$ cat src/hw/rtl/ilsr_pkg.sv
// ilsr_pkg: step tables, codes and widths for the light sensor reader
// no dependencies; imported by i2c_light_sensor_reader_unit and ilsr_checker
`default_nettype none

package ilsr_pkg;

   localparam int STEP_W   = 5;
   localparam int NUM_STEPS = 20;
   localparam int WAIT_W   = 24;
   localparam int REQ_W    = 8;
   localparam int RSP_W    = 24;
   localparam int CSR_IDX_W = 2;
   localparam int CSR_DATA_W = 24;

   typedef logic [STEP_W-1:0] step_type;
   typedef logic [2:0]        kind_type;
   typedef logic [1:0]        src_type;

   // step kinds
   localparam kind_type KIND_IDLE  = 3'd0;
   localparam kind_type KIND_WAIT  = 3'd1;
   localparam kind_type KIND_START = 3'd2;
   localparam kind_type KIND_SEND  = 3'd3;
   localparam kind_type KIND_READ  = 3'd4;
   localparam kind_type KIND_STOP  = 3'd5;

   // byte sources for send steps
   localparam src_type SRC_ADDR_W = 2'd0;
   localparam src_type SRC_POWER  = 2'd1;
   localparam src_type SRC_MODE   = 2'd2;
   localparam src_type SRC_ADDR_R = 2'd3;

   // register indexes
   localparam logic [CSR_IDX_W-1:0] CSR_DEVICE_ADDRESS  = 2'd0;
   localparam logic [CSR_IDX_W-1:0] CSR_MODE_COMMAND    = 2'd1;
   localparam logic [CSR_IDX_W-1:0] CSR_STARTUP_WAIT    = 2'd2;
   localparam logic [CSR_IDX_W-1:0] CSR_CONVERSION_WAIT = 2'd3;

   localparam logic [6:0]        RST_DEVICE_ADDRESS  = 7'd35;
   localparam logic [7:0]        RST_MODE_COMMAND    = 8'd16;
   localparam logic [WAIT_W-1:0] RST_STARTUP_WAIT    = 24'd200000;
   localparam logic [WAIT_W-1:0] RST_CONVERSION_WAIT = 24'd1500000;

   localparam logic [7:0] POWER_ON_CMD = 8'h01;
   localparam step_type   STEP_IDLE  = 5'd0;
   localparam step_type   STEP_BEGIN = 5'd1;
   localparam step_type   STEP_LAST  = 5'd19;

   function automatic kind_type step_kind(input step_type s);
      kind_type k;
      unique case (s)
         5'd1, 5'd14:                     k = KIND_WAIT;
         5'd2, 5'd6, 5'd10, 5'd15:        k = KIND_START;
         5'd3, 5'd4, 5'd7, 5'd8,
         5'd11, 5'd12, 5'd16:             k = KIND_SEND;
         5'd17, 5'd18:                    k = KIND_READ;
         5'd5, 5'd9, 5'd13, 5'd19:        k = KIND_STOP;
         default:                         k = KIND_IDLE;
      endcase
      return k;
   endfunction

   // send: ack number, read: master ack, wait: conversion wait
   function automatic logic [2:0] step_arg(input step_type s);
      logic [2:0] a;
      unique case (s)
         5'd3:                a = 3'd1;
         5'd4:                a = 3'd2;
         5'd7:                a = 3'd3;
         5'd8:                a = 3'd4;
         5'd11:               a = 3'd5;
         5'd12:               a = 3'd6;
         5'd16:               a = 3'd7;
         5'd14, 5'd17:        a = 3'd1;
         default:             a = 3'd0;
      endcase
      return a;
   endfunction

   function automatic src_type step_src(input step_type s);
      src_type r;
      unique case (s)
         5'd4, 5'd8: r = SRC_POWER;
         5'd12:      r = SRC_MODE;
         5'd16:      r = SRC_ADDR_R;
         default:    r = SRC_ADDR_W;
      endcase
      return r;
   endfunction

endpackage

`default_nettype wire

$ cat src/hw/rtl/i2c_light_sensor_reader_unit.sv
// i2c_light_sensor_reader_unit: tick-driven i2c master reading a light sensor
// depends on ilsr_pkg
`default_nettype none

// Usage:
//   req_ channel carries one timing tick per word: begin request and the
//   sampled sda level. Each accepted word yields exactly one rsp_ word with
//   the scl/sda drive for that tick, busy, a done pulse, the latched status
//   (0 ok, 1..7 = which acknowledge failed) and the latched 16-bit reading.
//   csr_ port writes device address, mode command and the two wait counts
//   (in ticks); write only while no sequence runs.
//   A result word is registered and appears in the cycle after its tick word is taken.
//   Throughput: one tick word per cycle unless stalled; the sequencer state
//   register is updated once per accepted word by a single next-state pass.
//   When the receiver stalls, the result word is held in the output
//   register and req_tready drops until it is taken; no word is lost.
//   Reset clears the sequencer to idle, the latched result to zero and the
//   registers to address 35, mode 16, startup wait 200000, conversion wait
//   1500000 ticks.
module i2c_light_sensor_reader_unit (
   input  wire logic                              clock,
   input  wire logic                              reset,
   input  wire logic                              req_tvalid,
   output      logic                              req_tready,
   input  wire logic [ilsr_pkg::REQ_W-1:0]        req_tdata,  // begin_req, sda_in, zero pad
   output      logic                              rsp_tvalid,
   input  wire logic                              rsp_tready,
   output      logic [ilsr_pkg::RSP_W-1:0]        rsp_tdata,  // scl_level, sda_level,
                                                              // sda_enable, busy_res, done_res,
                                                              // status[2:0], reading[15:0]
   input  wire logic                              csr_we,
   input  wire logic [ilsr_pkg::CSR_IDX_W-1:0]    csr_index,
   input  wire logic [ilsr_pkg::CSR_DATA_W-1:0]   csr_wdata
);
   import ilsr_pkg::*;

   // configuration
   logic [6:0]        dev_addr_ff;
   logic [7:0]        mode_cmd_ff;
   logic [WAIT_W-1:0] startup_wait_ff;
   logic [WAIT_W-1:0] conv_wait_ff;

   // sequencer state
   step_type          step_ff, step_in;
   logic [1:0]        phase_ff, phase_in;
   logic [3:0]        bit_cnt_ff, bit_cnt_in;
   logic [7:0]        shift_ff, shift_in;
   logic [WAIT_W-1:0] wait_ff, wait_in;
   logic [7:0]        high_ff, high_in;
   logic [15:0]       reading_ff, reading_in;
   logic [2:0]        status_ff, status_in;

   // output register
   logic              rsp_valid_ff, rsp_valid_in;
   logic [RSP_W-1:0]  rsp_data_ff, rsp_data_in;

   logic              req_take;
   logic              begin_req, sda_in;
   logic              scl_o, sda_o, en_o, done_o;
   logic              go;
   step_type          target;
   kind_type          cur_kind;
   logic [2:0]        cur_arg;
   logic [WAIT_W-1:0] limit;

   assign req_tready = !rsp_valid_ff || rsp_tready;
   assign req_take   = req_tvalid && req_tready;
   assign begin_req  = req_tdata[0];
   assign sda_in     = req_tdata[1];
   assign rsp_tvalid = rsp_valid_ff;
   assign rsp_tdata  = rsp_data_ff;

   always_comb begin
      step_in    = step_ff;
      phase_in   = phase_ff;
      bit_cnt_in = bit_cnt_ff;
      shift_in   = shift_ff;
      wait_in    = wait_ff;
      high_in    = high_ff;
      reading_in = reading_ff;
      status_in  = status_ff;
      scl_o      = 1'b0;
      sda_o      = 1'b1;
      en_o       = 1'b1;
      done_o     = 1'b0;
      go         = 1'b0;
      target     = STEP_IDLE;
      cur_kind   = step_kind(step_ff);
      cur_arg    = step_arg(step_ff);
      limit      = cur_arg[0] ? conv_wait_ff : startup_wait_ff;

      unique case (cur_kind)
         KIND_WAIT: begin
            // a zero or one count still costs one tick
            if ({1'b0, wait_ff} + 25'd1 >= {1'b0, limit}) begin
               go     = 1'b1;
               target = step_ff + 5'd1;
            end else begin
               wait_in = wait_ff + 24'd1;
            end
         end
         KIND_START: begin
            scl_o    = (phase_ff == 2'd0);
            sda_o    = (phase_ff == 2'd0);
            phase_in = phase_ff + 2'd1;
            if (phase_ff == 2'd2) begin
               go     = 1'b1;
               target = step_ff + 5'd1;
            end
         end
         KIND_SEND: begin
            scl_o = (phase_ff == 2'd1);
            if (bit_cnt_ff < 4'd8) begin
               sda_o    = shift_ff[7];
               phase_in = phase_ff + 2'd1;
               if (phase_ff == 2'd2) begin
                  phase_in   = 2'd0;
                  shift_in   = {shift_ff[6:0], 1'b0};
                  bit_cnt_in = bit_cnt_ff + 4'd1;
               end
            end else begin
               en_o = 1'b0;
               if (phase_ff == 2'd1 && sda_in) begin
                  // missing ack: abort without stop
                  status_in  = cur_arg;
                  reading_in = 16'd0;
                  done_o     = 1'b1;
                  go         = 1'b1;
                  target     = STEP_IDLE;
               end else begin
                  phase_in = phase_ff + 2'd1;
                  if (phase_ff == 2'd2) begin
                     go     = 1'b1;
                     target = step_ff + 5'd1;
                  end
               end
            end
         end
         KIND_READ: begin
            if (bit_cnt_ff < 4'd8) begin
               en_o  = 1'b0;
               scl_o = (phase_ff == 2'd0);
               if (phase_ff == 2'd0) begin
                  shift_in = {shift_ff[6:0], sda_in};
                  phase_in = 2'd1;
               end else begin
                  phase_in   = 2'd0;
                  bit_cnt_in = bit_cnt_ff + 4'd1;
               end
            end else begin
               sda_o    = !cur_arg[0];
               scl_o    = (phase_ff == 2'd1);
               phase_in = phase_ff + 2'd1;
               if (phase_ff == 2'd2) begin
                  if (cur_arg[0]) begin
                     high_in = shift_ff;
                  end
                  go     = 1'b1;
                  target = step_ff + 5'd1;
               end
            end
         end
         KIND_STOP: begin
            scl_o    = (phase_ff == 2'd1) || (phase_ff == 2'd2);
            sda_o    = phase_ff[1];
            phase_in = phase_ff + 2'd1;
            if (phase_ff == 2'd3) begin
               go = 1'b1;
               if (step_ff == STEP_LAST) begin
                  reading_in = {high_ff, shift_ff};
                  status_in  = 3'd0;
                  done_o     = 1'b1;
                  target     = STEP_IDLE;
               end else begin
                  target = step_ff + 5'd1;
               end
            end
         end
         default: begin
            // idle, also recovers from an unused step value
            go     = 1'b1;
            target = begin_req ? STEP_BEGIN : STEP_IDLE;
         end
      endcase

      if (go) begin
         step_in    = target;
         phase_in   = 2'd0;
         bit_cnt_in = 4'd0;
         wait_in    = '0;
         if (step_kind(target) == KIND_SEND) begin
            unique case (step_src(target))
               SRC_ADDR_W: shift_in = {dev_addr_ff, 1'b0};
               SRC_POWER:  shift_in = POWER_ON_CMD;
               SRC_MODE:   shift_in = mode_cmd_ff;
               SRC_ADDR_R: shift_in = {dev_addr_ff, 1'b1};
               default:    shift_in = {dev_addr_ff, 1'b0};
            endcase
         end else if (step_kind(target) == KIND_READ) begin
            shift_in = 8'd0;
         end
      end

      rsp_data_in  = {reading_in, status_in, done_o, (step_in != STEP_IDLE), en_o,
                      sda_o, scl_o};
      rsp_valid_in = req_take || (rsp_valid_ff && !rsp_tready);
   end

   always_ff @(posedge clock) begin
      if (reset) begin
         dev_addr_ff     <= RST_DEVICE_ADDRESS;
         mode_cmd_ff     <= RST_MODE_COMMAND;
         startup_wait_ff <= RST_STARTUP_WAIT;
         conv_wait_ff    <= RST_CONVERSION_WAIT;
      end else if (csr_we) begin
         unique case (csr_index)
            CSR_DEVICE_ADDRESS:  dev_addr_ff     <= csr_wdata[6:0];
            CSR_MODE_COMMAND:    mode_cmd_ff     <= csr_wdata[7:0];
            CSR_STARTUP_WAIT:    startup_wait_ff <= csr_wdata[WAIT_W-1:0];
            CSR_CONVERSION_WAIT: conv_wait_ff    <= csr_wdata[WAIT_W-1:0];
            default: ;
         endcase
      end
   end

   always_ff @(posedge clock) begin
      if (reset) begin
         step_ff      <= STEP_IDLE;
         phase_ff     <= 2'd0;
         bit_cnt_ff   <= 4'd0;
         shift_ff     <= 8'd0;
         wait_ff      <= '0;
         high_ff      <= 8'd0;
         reading_ff   <= 16'd0;
         status_ff    <= 3'd0;
         rsp_valid_ff <= 1'b0;
      end else begin
         rsp_valid_ff <= rsp_valid_in;
         if (req_take) begin
            step_ff    <= step_in;
            phase_ff   <= phase_in;
            bit_cnt_ff <= bit_cnt_in;
            shift_ff   <= shift_in;
            wait_ff    <= wait_in;
            high_ff    <= high_in;
            reading_ff <= reading_in;
            status_ff  <= status_in;
         end
      end
   end

   always_ff @(posedge clock) begin
      if (req_take) begin
         rsp_data_ff <= rsp_data_in;
      end
   end

endmodule

`default_nettype wire

$ cat config.mk
export PLATFORM = sky130hd
export DESIGN_NAME = i2c_light_sensor_reader_unit
export DESIGN_NICKNAME = d
export VERILOG_FILES = /design/src/hw/rtl/ilsr_pkg.sv /design/src/hw/rtl/i2c_light_sensor_reader_unit.sv
export SDC_FILE = /design/constraint.sdc
export NUM_CORES = 1
export LEC_CHECK = 0
export BUFFER_PORTS_ARGS = -buffer_cell sky130_fd_sc_hd__buf_4
export CORE_UTILIZATION = 55
export CTS_BUF_LIST = sky130_fd_sc_hd__clkbuf_4 sky130_fd_sc_hd__clkbuf_8
export DETAILED_ROUTE_END_ITERATION = 8
export PLACE_DENSITY = 0.74
export RECOVER_POWER = 50
export SYNTH_ARGS = -nofsm -noshare
export SYNTH_HDL_FRONTEND = slang
export SYNTH_SLANG_ARGS = --single-unit
$ cat constraint.sdc
create_clock -name clock -period 7.9 [get_ports clock]
set_input_delay 1.185 -clock clock [delete_from_list [all_inputs] [get_ports clock]]
set_output_delay 1.185 -clock clock [all_outputs]
set_load 0.03 [all_outputs]
== Word level (Yosys, flattened, before mapping) ==
Memories as Yosys holds them, arrays and structs flattened. A register that Yosys moved wholly into a read port is not among the register bits.
Index checks and enable logic that the tools add are counted.

* Flip-flop bits (word level): 158
* Memory bits (read-only): 384
* Input port bits: 39
* Output and inout bits: 26
* Memories: 4

* Add/subtract/negate cells: 5
* Order comparisons: 2
* Equal/unequal tests: 27
* Mux-type cells: 76
* Bitwise operators: 1
* Reductions and logical operators: 26

{| class="wikitable"
|+ Memories
! memory !! words !! width !! read ports !! clocked after Yosys merged registers in !! write ports !! line !! RTL
|-
| (name not given) || 32 || 3 || 1 || 1 || 0 || ilsr_pkg.sv:51 || <nowiki>unique case (s)</nowiki>
|-
| (name not given) || 32 || 3 || 1 || 1 || 0 || ilsr_pkg.sv:66 || <nowiki>unique case (s)</nowiki>
|-
| (name not given) || 32 || 3 || 1 || 0 || 0 || ilsr_pkg.sv:51 ||
|-
| (name not given) || 32 || 3 || 1 || 0 || 0 || ilsr_pkg.sv:51 ||
|}

{| class="wikitable"
|+ Operators with widths
! cell !! number
|-
| 24-bit 2-to-1 mux || 4
|-
| 16-bit 2-to-1 mux || 4
|-
| 5-bit 2-to-1 mux || 12
|-
| 8-bit 2-to-1 mux || 7
|-
| 16-bit case mux with 2 select lines || 1
|-
| 8-bit case mux with 4 select lines || 1
|-
| 24-bit by 1-bit adder with 25-bit output, second input constant || 1
|-
| 25-bit by 24-bit >= comparator with 1-bit output || 1
|-
| 5-bit case mux with 5 select lines || 1
|-
| 24-bit by 1-bit adder with 24-bit output, second input constant || 1
|-
| 3-bit 2-to-1 mux || 7
|-
| 4-bit 2-to-1 mux || 5
|-
| 1-bit 2-to-1 mux || 17
|-
| 8-bit case mux with 2 select lines || 1
|-
| 2-bit 2-to-1 mux || 7
|-
| 2-bit equality test, second input constant || 6
|-
| 3-bit inequality test, second input constant || 4
|-
| 2-bit case mux with 3 select lines || 2
|-
| 5-bit by 4-bit equality test with 1-bit output, second input constant || 2
|-
| 5-bit equality test, second input constant || 2
|-
| 3-bit by 2-bit equality test with 1-bit output, second input constant || 3
|-
| 3-bit equality test, second input constant || 3
|-
| 1-bit case mux with 4 select lines || 2
|-
| 4-bit case mux with 2 select lines || 1
|-
| 26 further kinds || 42
|}

== Depth between registers and ports, before layout ==
* Depth in word-level cells: 14
* Depth in mapped cells: 26
* Mapped depth without buffers: 25

== Worst setup path after synthesis ==
Ideal clock, no wire load.

* Path type: reg-to-reg
* Start point: register wait_ff[2]
* End point: register shift_ff[1]
* Data arrival time: 5.570 ns
* Slack: 2.199 ns
* Cell stages (with the launch flop): 25
* Buffers on the path: 0
* Period minus slack after synthesis: 5.701 ns
* Cell sequence: dfxtp_1 > nand3_1 > nor2_1 > and3_1 > and2_0 > and3_1 > nand3_1 > nor2_1 > xor2_1 > ha_1 > nand4_1 > nor3_1 > a221o_1 > nor3_2 > a21oi_4 > nand2b_1 > and2_1 > ha_1 > o2bb2ai_1 > o31ai_1 > o21ai_0 > nor4b_2 > o31ai_2 > a221oi_1 > nor3_1

* Cells in the longest elaborated chain, start to end: 13
* Elaborated cells on any way between the ends: 29
* Classes of those cells: 1 x add/sub; 1 x order compare; 9 x eq/ne; 14 x mux; 2 x reduce/logical; 2 x memory

{| class="wikitable"
|+ Ends and longest elaborated chain
! what !! line !! RTL
|-
| start: declaration || i2c_light_sensor_reader_unit.sv:48 || <nowiki>logic [WAIT_W-1:0] wait_ff, wait_in;</nowiki>
|-
| start signal: assignment || i2c_light_sensor_reader_unit.sv:244 || <nowiki>wait_ff <= wait_in;</nowiki>
|-
| 24-bit by 1-bit adder with 25-bit output (*) || i2c_light_sensor_reader_unit.sv:95 || <nowiki>if ({1'b0, wait_ff} + 25'd1 >= {1'b0, limit}) begin</nowiki>
|-
| 25-bit by 24-bit >= comparator with 1-bit output (*) || i2c_light_sensor_reader_unit.sv:95 ||
|-
| 5-bit 2-to-1 mux || i2c_light_sensor_reader_unit.sv:95 ||
|-
| 5-bit case mux with 5 select lines || i2c_light_sensor_reader_unit.sv:92 || <nowiki>unique case (cur_kind)</nowiki>
|-
| 5-bit by 3-bit equality test with 1-bit output / 5-bit by 4-bit equality test with 1-bit output (equally long branches) || ilsr_pkg.sv:82 || <nowiki>unique case (s)</nowiki>
|-
| 2-bit OR reduction || ilsr_pkg.sv:82 ||
|-
| 2-bit case mux with 3 select lines || ilsr_pkg.sv:82 ||
|-
| 2-bit 2-to-1 mux || i2c_light_sensor_reader_unit.sv:191 || <nowiki>if (step_kind(target) == KIND_SEND) begin</nowiki>
|-
| 2-bit 2-to-1 mux || i2c_light_sensor_reader_unit.sv:186 || <nowiki>if (go) begin</nowiki>
|-
| 2-bit equality test, or another cell as far along || i2c_light_sensor_reader_unit.sv:192 || <nowiki>unique case (step_src(target))</nowiki>
|-
| 8-bit case mux with 4 select lines || i2c_light_sensor_reader_unit.sv:192 ||
|-
| 8-bit 2-to-1 mux || i2c_light_sensor_reader_unit.sv:191 ||
|-
| 8-bit 2-to-1 mux (*) || i2c_light_sensor_reader_unit.sv:186 ||
|-
| end signal: assignment || i2c_light_sensor_reader_unit.sv:243 || <nowiki>shift_ff <= shift_in;</nowiki>
|-
| end: declaration || i2c_light_sensor_reader_unit.sv:47 || <nowiki>logic [7:0] shift_ff, shift_in;</nowiki>
|}

Every way passes the cells marked *; elsewhere a longest branch is shown, timed or not. The select of a mux whose other input is x is not followed.
A chain may end at the register's enable or synchronous reset.

== Final worst setup path ==
* Start point: register wait_ff[2]
* End point: register shift_ff[2]

The elaborated chain is that of the path after synthesis.

==> out/qor.txt <==
status: complete, but fails checks
violated checks: capacitance limit, slew limit
Multi-input gate area: 0.004922 mm²
VDD IR-drop max: 148.2 µV
Post-Place Cells: 1,278
CTS Sinks: 164
Synth Flop Type: dfxtp_1
Residual DRC: 0
initial drt markers: 625
reg-to-reg slack, setup: 0.89 ns
post-route ant nets: 0
Final Cycle Share: 88.68%
clock power share: 37.2%
GRT Overall Usage: 24.64%
RSZ-0062 raised after global routing: no
Net Switching: 0.0004728 W
global-route wire length before repair: 32,130 µm
CTS tree: yes
Async SR Flop Fraction: 0%
initial antenna violation count: 0
Die H: 128.1 µm
most instantiated library cell after synthesis: nand2_1
postcts setup bufs: 0
die area: 0.01641 mm²
combinational power share: 10.9%
clk_skew: 0.01793 ns
RR Endpoint: shift_ff[2]
Yosys top cell area share: 32.04%
PwrDens: 178.1 mW/mm²
fin cells: 1,310
CP Launch Point: wait_ff[2]
Synth cell types: 71
CP top delay family: simple AND/OR/NAND/NOR gates
# hold bufs at CTS: 0
Mapped Nets: 1,147
Worst-path clk slew: 0.09 ns
register area: 0.003523 mm²
ranking of synthesized cells by area: dfxtp_1 (32%), nand2_1 (11%), edfxtp_1 (8.2%), ha_1 (6.3%), a21oi_1 (5.6%)
layout cell share with drive strength beyond 1: 8.371%
sequential share of the synthesized area: 40.27%
Slew HR: -191.6%
Switching Share: 27.72%
#FFs+latches synth: 164
largest net degree at the start of global routing: 104
final setup fails: 0
total gr overflow: 0
Post-synth EDFFs: 24
commonest cells in the netlist: nand2_1 (246), dfxtp_1 (140), a21oi_1 (98), nor2_1 (71), nand3_1 (55)
DR pass1 iterations: 5
diodes inserted: 0
cells on worst reg2reg path: 24
Setup TNS: 0 ns
Routed WL: 19,730 µm
crit-path cells: nand3_1 -> nor2_1 -> and3_1 -> and2_0 -> and3_1 -> nand3_1 -> nor2_1 -> xor2_1 -> ha_1 -> nand4_1 -> nor3_1 -> a221o_1 -> nor3_2 -> a21oi_4 -> nand2b_1 -> and2_1 -> ha_1 -> o2bb2ai_1 -> o31ai_1 -> o21ai_0 -> nor4b_2 -> o31ai_2 -> a221oi_1 -> nor3_1
Worst-Margin Slew: 4.373 ns
Mapped Cells: 1,064
maximum clock insertion buffer count: 2
via count: 7,447
CP arrival: 7.17 ns
Syn Area/Cell: 8.222 µm²
Buffers on Ports: 58
min-delay src: startup_wait_ff[13]
r2r startpoint: wait_ff[2]
drt wl/cell: 15.06 µm
Max-cap violations: 4
CP Launch Type: register
vias per cell: 5.685
Yosys warnings: 0
Pleak: 3.786 nW
Reg power frac: 52.0%
CTS buffer count: 17
Hold EP: startup_wait_ff[13]
Worst EP required: 8.06 ns
Core Rows: 45
CP endpoint kind: register
synthesized cell area: 0.008748 mm²
nets: 1,169
die width: 128.1 µm
vias in the first global route: 6,663
DP Wirelength: 13,330 µm
worst min path class: register to register
Worst path max stage delay: 0.50 ns
CP max FO: 10
CTS root buf: clkbuf_8
routability cong.: 0.8791
Power Internal: 0.001233 W
Core Box Area: 0.01537 mm²
Crit Path Class: register to register
Layout area overhead: 9.468%
Resize count post-CTS: 0
H-tree lvl count: 4
fmax: 142.7 MHz
CP max stage cell: nor3_2
Hold Path Stages: 2
clock latency on the worst-skew pair: 0.47 ns
top-level I/O count: 65
area leader, netlist: dfxtp_1
count of pins over their slew limit: 228
Buf/Inv on CP: 0
final hold viol count: 0
final worst path period need: 7.006 ns
Initial Utilization: 56.91%
Fillers: 1,401
-- worst register-to-register path, delay by kind of cell (launching register included) --
kind,cells,cell delay [ns]
flip-flops,1,0.46
AND/OR/NAND/NOR,14,3.50
AO/OA/AOI/OAI,7,1.91
adder cells (fa/ha/maj),2,0.62
XOR/XNOR,1,0.22
-- sequential cells by signal, summed over array words and instances, names as in the netlist, 4 cells and up --
signal and flops:
reading_ff 16, high_ff 8, rsp_tdata 24, dev_addr_ff 7, startup_wait_ff 24, shift_ff 8
step_ff 5, wait_ff 24, mode_cmd_ff 8, bit_cnt_ff 4, conv_wait_ff 24
-- cells by family (layout without fill, tap and decap cells) --
kind of cell,count (synthesis),in the layout,share of synthesized area (%)
DFF,164,164,40.27
muxes,49,49,5.649
xor gates and xnor gates,33,33,3.304
buffers and inverters,80,115,3.518
and+or+nand+nor,492,492,26.09
AOI/OAI and AO/OA,202,202,14.87
adders and majority gates,44,44,6.293
-- power by group through the flow --
stage	sequential (W)	clock (W)	combinational, W
6_report	0.000886	0.000634	0.000186
5_1_grt	0.000889	0.000676	0.000207
4_1_cts	0.000886	0.000645	0.000189
3_5_place_dp	0.000906	0	0.000188
3_3_place_gp	0.000905	0	0.000187
2_1_floorplan	0.000913	0	0.000119
-- routing by layer --
layer  part of all wire [%]  vias up  GRT usage (%)  wire (µm)
met5                      0        -              0          0
li1                       -     3776              -          -
met4                    2.0        0          8.720        392
met3                    4.3       23          4.591        854
met1                     45     3469          30.56       8801
met2                     49      179          42.71       9685
-- worst max path at each step --
stage               cells past startpoint     endpoint
finish                                 24  shift_ff[2]
global route                           24  shift_ff[2]
CTS                                    24  shift_ff[5]
detailed placement                     24  shift_ff[5]
global placement                       24  shift_ff[2]
floorplan                              24  shift_ff[1]
-- cell type report --
class	count	share of cell area (%)
multi-input combinational	820	51.40
sequential	164	36.79
timing repair buffer	66	4.076
tap	211	2.757
clock buffer	18	2.587
clock inverter	14	1.725
inverter	17	0.6663
-- per-stage QoR --
step	area, µm²	util [%]	hold slack (ns)	worst slack [ns]	total power, W
final	9577	62.30	0.4570	0.8942	0.001706
after global routing	9577	62.30	0.4692	0.3288	0.001772
after CTS	9682	62.99	0.4593	1.186	0.001720
after detailed placement	9269	60.30	0.4460	1.221	0.001094
after global placement	9269	60.30	0.4382	1.269	0.001092
after floorplan	8748	-	0.4329	2.199	0.001032
-- cell usage in the layout, fill, tap and decap left out, types with 3 or more instances in the layout --
master / synthesis / final
a211o_1: 5 / 5
a21o_1: 3 / 3
a21oi_1: 98 / 98
a221oi_1: 9 / 9
a22o_1: 11 / 11
a22oi_1: 6 / 6
a31oi_1: 5 / 5
and3_1: 11 / 11
and4_1: 3 / 3
buf_4: 0 / 37
clkbuf_1: 53 / 28
clkbuf_8: 0 / 18
dfxtp_1: 140 / 140
edfxtp_1: 24 / 24
ha_1: 44 / 44
inv_1: 15 / 17
inv_6: 0 / 5
mux2_2: 3 / 3
mux2i_1: 46 / 46
nand2_1: 246 / 246
nand2b_1: 6 / 6
nand3_1: 55 / 55
nand3b_1: 23 / 23
nand4_1: 11 / 11
nor2_1: 71 / 71
nor2b_1: 7 / 7
nor3_1: 22 / 22
nor3b_1: 5 / 5
nor4_1: 4 / 4
o211ai_1: 5 / 5
o21ai_0: 29 / 29
o22ai_1: 3 / 3
or2_2: 4 / 4
or3_1: 8 / 8
xnor2_1: 21 / 21
xor2_1: 12 / 12
Power figures use the tool's default switching activity.
